### config.mk
export PLATFORM = sky130hd
export DESIGN_NAME = modular_exponentiation_top
export DESIGN_NICKNAME = d
export VERILOG_FILES = /design/src/mexp_pkg.sv /design/src/modular_exponentiation_top.sv /design/src/mexp_mulmod.sv
export SDC_FILE = /design/constraint.sdc
export NUM_CORES = 1
export LEC_CHECK = 0
export BUFFER_PORTS_ARGS = -buffer_cell sky130_fd_sc_hd__buf_2
export CAP_MARGIN = 30
export CORE_ASPECT_RATIO = 1.25
export CORE_UTILIZATION = 63
export DETAILED_ROUTE_END_ITERATION = 12
export GPL_TIMING_DRIVEN = 0
export PLACE_DENSITY_LB_ADDON = 0.05
export REMOVE_ABC_BUFFERS = 1
export SLEW_MARGIN = 20
export SYNTH_ARGS = -nofsm -noshare
export SYNTH_HDL_FRONTEND = slang
export SYNTH_HIERARCHICAL = 1
export SYNTH_SLANG_ARGS = --single-unit
### constraint.sdc
create_clock -name clk_i -period 7.55 [get_ports clk_i]
set_input_delay 1.51 -clock clk_i [delete_from_list [all_inputs] [get_ports clk_i]]
set_output_delay 1.51 -clock clk_i [all_outputs]
set_load 0.05 [all_outputs]
### src/mexp_pkg.sv
// Shared types and constants for the modular exponentiation block.
// No dependencies; imported by mexp_mulmod and modular_exponentiation_top.
package mexp_pkg;

  localparam int OpBits  = 34;
  localparam int CntW    = $clog2(OpBits);
  localparam int CfgIdxW = 1;

  typedef logic [OpBits-1:0] op_t;

  typedef enum logic [CfgIdxW-1:0] {
    REG_MODULUS  = 1'b0,
    REG_EXPONENT = 1'b1
  } cfg_reg_e;

  typedef enum logic [2:0] {
    ST_IDLE,
    ST_REDUCE,
    ST_STEP,
    ST_WAIT,
    ST_DONE
  } mexp_state_e;

endpackage

### src/modular_exponentiation_top.sv
// Top level: right-to-left square and multiply modular exponentiation.
// Depends on mexp_pkg and mexp_mulmod (two instances: square and multiply).
//
//  channel | signals                                   | direction
//  --------+-------------------------------------------+----------
//  in      | in_valid_i, in_ready_o, base_value_i      | request in
//  out     | out_valid_o, out_ready_i, power_result_o  | request out
//  cfg     | cfg_we_i, cfg_idx_i, cfg_data_i           | write only
//
// One request at a time. The base is first reduced mod N, then each exponent bit
// up to the highest set one costs one round in which the bit-serial square and
// multiply units run side by side; the next request can be taken in the cycle
// after the result is loaded. A finished result sits in the output register, so
// the next request is accepted while it waits. Reset gives N = 1 and exponent 0.
module modular_exponentiation_top (
  input  logic                     clk_i,
  input  logic                     rst_ni,
  input  logic                     in_valid_i,
  output logic                     in_ready_o,
  input  mexp_pkg::op_t            base_value_i,
  output logic                     out_valid_o,
  input  logic                     out_ready_i,
  output mexp_pkg::op_t            power_result_o,
  input  logic                     cfg_we_i,
  input  logic [mexp_pkg::CfgIdxW-1:0] cfg_idx_i,
  input  mexp_pkg::op_t            cfg_data_i
);
  import mexp_pkg::*;

  mexp_state_e state_q, state_d;

  op_t  mod_q, exp_q;
  op_t  base_q, acc_q, e_q, out_q;
  logic out_valid_q;

  logic sq_start, ac_start;
  op_t  sq_a, sq_mult;
  logic sq_done, ac_done;
  op_t  sq_res, ac_res;

  logic in_acc, out_load;

  assign in_acc = in_valid_i && in_ready_o;

  always_comb begin
    state_d    = state_q;
    in_ready_o = 1'b0;
    sq_start   = 1'b0;
    ac_start   = 1'b0;
    out_load   = 1'b0;
    case (state_q)
      ST_IDLE: begin
        in_ready_o = 1'b1;
        if (in_valid_i) begin
          sq_start = 1'b1;  // reduce base: 1 * base mod N
          state_d  = ST_REDUCE;
        end
      end
      ST_REDUCE: begin
        if (sq_done) begin
          state_d = ST_STEP;
        end
      end
      ST_STEP: begin
        if (e_q == '0) begin
          state_d = ST_DONE;
        end else begin
          sq_start = 1'b1;
          ac_start = 1'b1;
          state_d  = ST_WAIT;
        end
      end
      ST_WAIT: begin
        if (sq_done) begin
          state_d = ST_STEP;
        end
      end
      ST_DONE: begin
        if (!out_valid_q || out_ready_i) begin
          out_load = 1'b1;
          state_d  = ST_IDLE;
        end
      end
      default: state_d = ST_IDLE;
    endcase
  end

  always_ff @(posedge clk_i or negedge rst_ni) begin
    if (!rst_ni) begin
      state_q <= ST_IDLE;
    end else begin
      state_q <= state_d;
    end
  end

  always_ff @(posedge clk_i or negedge rst_ni) begin
    if (!rst_ni) begin
      mod_q       <= OpBits'(1);
      exp_q       <= '0;
      out_valid_q <= 1'b0;
    end else begin
      if (cfg_we_i) begin
        case (cfg_idx_i)
          REG_MODULUS:  mod_q <= cfg_data_i;
          REG_EXPONENT: exp_q <= cfg_data_i;
          default: ;
        endcase
      end
      if (out_load) begin
        out_valid_q <= 1'b1;
      end else if (out_ready_i) begin
        out_valid_q <= 1'b0;
      end
    end
  end

  always_ff @(posedge clk_i) begin
    if (in_acc) begin
      base_q <= base_value_i;
    end
    if (state_q == ST_REDUCE && sq_done) begin
      base_q <= sq_res;
      acc_q  <= OpBits'(1);
      e_q    <= exp_q;
    end
    if (state_q == ST_WAIT && sq_done) begin
      base_q <= sq_res;
      if (e_q[0]) begin
        acc_q <= ac_res;
      end
      e_q <= e_q >> 1;
    end
    if (out_load) begin
      out_q <= acc_q;
    end
  end

  // the squaring unit doubles as the base reducer (operand a = 1)
  assign sq_a    = (state_q inside {ST_IDLE, ST_REDUCE}) ? OpBits'(1) : base_q;
  assign sq_mult = (state_q == ST_IDLE) ? base_value_i : base_q;

  mexp_mulmod u_sq (
    .clk_i    (clk_i),
    .rst_ni   (rst_ni),
    .start_i  (sq_start),
    .a_i      (sq_a),
    .mult_i   (sq_mult),
    .mod_i    (mod_q),
    .done_o   (sq_done),
    .result_o (sq_res)
  );

  mexp_mulmod u_ac (
    .clk_i    (clk_i),
    .rst_ni   (rst_ni),
    .start_i  (ac_start),
    .a_i      (acc_q),
    .mult_i   (base_q),
    .mod_i    (mod_q),
    .done_o   (ac_done),
    .result_o (ac_res)
  );

  assign out_valid_o    = out_valid_q;
  assign power_result_o = out_q;

  a_units_lockstep: assert property (@(posedge clk_i) disable iff (!rst_ni)
    state_q == ST_WAIT |-> sq_done == ac_done)
    else $error("square and multiply units out of step");

  a_accept_reduces: assert property (@(posedge clk_i) disable iff (!rst_ni)
    in_acc |=> state_q == ST_REDUCE)
    else $error("accepted request did not start reduction");

  a_base_reduced: assert property (@(posedge clk_i) disable iff (!rst_ni)
    state_q == ST_STEP && mod_q != '0 |-> base_q < mod_q)
    else $error("base not reduced below modulus");

  a_no_ac_outside_wait: assert property (@(posedge clk_i) disable iff (!rst_ni)
    ac_done |-> state_q == ST_WAIT)
    else $error("multiply result arrived outside a round");

endmodule

### src/mexp_mulmod.sv
// Bit-serial interleaved modular multiplier: (a * mult) mod m, m == 0 wraps.
// Depends on mexp_pkg. Each multiplier bit takes a double step, then an add step.
module mexp_mulmod (
  input  logic           clk_i,
  input  logic           rst_ni,
  input  logic           start_i,
  input  mexp_pkg::op_t  a_i,
  input  mexp_pkg::op_t  mult_i,
  input  mexp_pkg::op_t  mod_i,
  output logic           done_o,
  output mexp_pkg::op_t  result_o
);
  import mexp_pkg::*;

  op_t             r_q, r_d;
  op_t             mult_q;
  logic [CntW-1:0] cnt_q;
  logic            phase_q;
  logic            busy_q;
  logic            done_q;

  op_t             opnd;
  logic [OpBits:0] sum;
  logic            sub;

  // phase 0 doubles r, phase 1 adds a when the current multiplier bit is set;
  // both operands stay <= m, so one conditional subtract reduces the sum
  always_comb begin
    opnd = phase_q ? (mult_q[OpBits-1] ? a_i : '0) : r_q;
    sum  = {1'b0, r_q} + {1'b0, opnd};
    sub  = (mod_i != '0) && (sum >= {1'b0, mod_i});
    r_d  = sub ? OpBits'(sum - {1'b0, mod_i}) : sum[OpBits-1:0];
  end

  always_ff @(posedge clk_i or negedge rst_ni) begin
    if (!rst_ni) begin
      busy_q  <= 1'b0;
      done_q  <= 1'b0;
      phase_q <= 1'b0;
      cnt_q   <= '0;
    end else begin
      done_q <= 1'b0;
      if (start_i) begin
        busy_q  <= 1'b1;
        phase_q <= 1'b0;
        cnt_q   <= '0;
      end else if (busy_q) begin
        phase_q <= ~phase_q;
        if (phase_q) begin
          cnt_q <= cnt_q + 1'b1;
          if (cnt_q == CntW'(OpBits - 1)) begin
            busy_q <= 1'b0;
            done_q <= 1'b1;
          end
        end
      end
    end
  end

  always_ff @(posedge clk_i) begin
    if (start_i) begin
      r_q    <= '0;
      mult_q <= mult_i;
    end else if (busy_q) begin
      r_q <= r_d;
      if (phase_q) begin
        mult_q <= mult_q << 1;
      end
    end
  end

  assign done_o   = done_q;
  assign result_o = r_q;

  a_done_after_busy: assert property (@(posedge clk_i) disable iff (!rst_ni)
    done_q |-> $past(busy_q))
    else $error("mulmod done without a running product");

  a_reduced: assert property (@(posedge clk_i) disable iff (!rst_ni)
    busy_q && !start_i && mod_i != '0 && r_q < mod_i && a_i <= mod_i |=> r_q < mod_i)
    else $error("mulmod partial result left unreduced");

  a_cnt_range: assert property (@(posedge clk_i) disable iff (!rst_ni)
    busy_q |-> cnt_q < CntW'(OpBits))
    else $error("mulmod bit counter overran");

endmodule
==> impl_results.md <==
* Reg-to-Reg Start: u_sq/phase_q$_DFFE_PN0P_
* Yosys Warn Count at 6
* Least-Margin Pin Slew at 0.945 ns
* CTS max path bufs at 3
* Fin crit share at 95.0%
* Clock Skew at 0.0198 ns
* Wirelength per Cell at 19.2 um
* First-pass GRT wire length at 97900 um
* FF-to-FF path depth at 22
* RR Endpoint: u_sq/result_o[25]$_SDFFE_PP0P_
* Max Slew Vio Count at 0
* Synth-to-layout area growth at 9.84%
* GRT Total Usage at 31.8%
* Drt drc at 0
* Hold path endpoint: power_result_o[12]$_DFFE_PP_
* Slew HR at 36.9%
* Vias in the first global route at 19093
* Sequential Area at 0.00937 mm^2
* I/O pin total at 110
* DR iter-0 viols at 1367
* Vias/cell at 6.09
* Most common cell after layout, fill and taps aside: nand2_1
* Final hold violation count at 0
* Critical path fanouts, max at 43
* Cell count after synthesis at 2634
* WHS Path Cells at 0
* DR top layer: met4
* Syn Area/Cell at 9.09 um^2
* Post-CTS setup buffers at 0
* WL final at 61600 um
* Total CTS buffers at 39
* Die span in y at 220 um
* M1 WL at 25900 um
* Status: finished clean
* Antenna cells at 0
* Critical path required time at 8.00 ns
* Pre-Repair DR Iteration Count at 5
* Clk slew on worst S/H paths at 0.06 ns
* H-tree depth at 2
* CP arrival at 7.62 ns
* Largest net degree at the start of global routing at 71
* ANT nets after route at 0
* # clock sinks at 361
* Critical Path Sink Type: flop
* Hold Path Class: flop to flop
* Final setup vio count at 0
* Placed Cells at 3137
* DR WL met3 at 2350 um
* Placer Congestion at 0.936
* Fill count at 2958
* FP Rows at 79
* Clk_lat worst skew at 0.55 ns
* Min-delay src: acc_q[12]$_DFF_P_
* Metal2 WL at 30600 um
* Area of the multi-input gates at 0.0133 mm^2
* Post-Layout Cell Count at 3211
* Die area at 0.0388 mm^2
* Flop2flop setup slack at 0.37 ns
* Initial core utilization at 64.1%
* Core region area at 0.0374 mm^2
* Die W at 176 um
* TNS Setup at 0 ns
* Share of cells above drive strength 1 at 16.3%
* Overall via count from detail_route at 19544
* Unrepaired setup endpoints after global routing: false
* Mapped Area at 0.0239 mm^2
* Core Util, Final at 70.4%
* WS Path Type: flop to flop
* Post-DP Area at 0.0250 mm^2
* Initial antenna violation count at 0
* CTS tree: done
* CP Launch Type: flop
* Root buffer cell: clkbuf_16
* I/O Buffers at 109
* GRT overflow at 0
* Max_cap viols at 0
* Hpwl dp at 46100 um
* Most frequent cells in the layout: nand2_1, inv_1, edfxtp_1, mux2_2, nor2_1
* Fmax at 139 MHz
* Design Area, Final at 0.0263 mm^2
* Period minus WS final at 7.18 ns
* Post-layout nets at 2913
registers in the layout (all words and copies together), names as in the netlist, 3 cells and up:
register and count:
base_q 34, power_result_o 34, u_ac/cnt_q 6, u_sq/cnt_q 6
u_ac/result_o 34, u_sq/mult_q 34, u_ac/mult_q 34, e_q 34
acc_q 34, state_q 3, mod_q 34, exp_q 34
u_sq/result_o 34
layer usage:
metal,vias to the layer above,GRT usage [%]
met5,-,0
met4,0,14.7
met3,143,3.00
met2,541,56.4
met1,9330,38.9
li1,9530,-
stage by stage:
step	setup slack (ns)	hold WS (ns)
2_1_floorplan	-6.36	0.430
3_3_place_gp	-15.38	0.437
3_5_place_dp	0.264	0.440
4_1_cts	0.233	0.455
5_1_grt	0.0814	0.469
6_report	0.374	0.457
final cells by class:
class                           count  share of cell area (%)
Sequential cell                   361                    35.7
Timing Repair Buffer              147                    4.12
Clock buffer                       56                    4.19
Clock inverter                     15                   0.481
Tap cell                          486                    2.31
Inverter                          184                    2.63
Multi-Input combinational cell   1962                    50.6
critical path: stages (launching register included):
cell	delay (ns)
dfrtp_2	0.85
and2_4	0.52
nand2_1	0.11
o21ai_0	0.09
ha_1	0.22
fa_1	0.25
a211oi_1	0.12
o21a_1	0.25
o21ai_0	0.37
a211oi_1	0.21
nor4_1	0.53
nor3_1	0.16
xnor2_1	0.31
ha_1	0.39
and3_1	0.22
a311oi_1	0.51
nand2_1	0.10
o211ai_1	0.29
o21ai_0	0.37
o21ai_2	0.47
buf_6	0.26
a21oi_1	0.10
a221oi_1	0.29
worst max-delay path by stage:
stage                        startpoint                        endpoint  slack [ns]  cells after the start
2_1_floorplan                in_valid_i  u_sq/result_o[22]$_SDFFE_PP0P_       -6.36                      5
3_3_place_gp                 in_valid_i  u_sq/result_o[22]$_SDFFE_PP0P_      -15.38                      6
3_5_place_dp   u_sq/phase_q$_DFFE_PN0P_  u_sq/result_o[25]$_SDFFE_PP0P_        0.26                     22
4_1_cts          state_q[1]$_DFFE_PN0P_  u_sq/result_o[25]$_SDFFE_PP0P_        0.23                     22
5_1_grt        u_sq/phase_q$_DFFE_PN0P_  u_sq/result_o[25]$_SDFFE_PP0P_        0.08                     22
6_report       u_sq/phase_q$_DFFE_PN0P_  u_sq/result_o[25]$_SDFFE_PP0P_        0.37                     22
what timing repair did:
action | in CTS | in global routing
hold buffers | 0 | 0
gates resized for setup | 0 | 2
setup endpoints to repair | 0 | 34
Power is left out: the tool's default activity adds up to more than one toggle a clock period on the data nets, which glitch-free logic cannot reach.
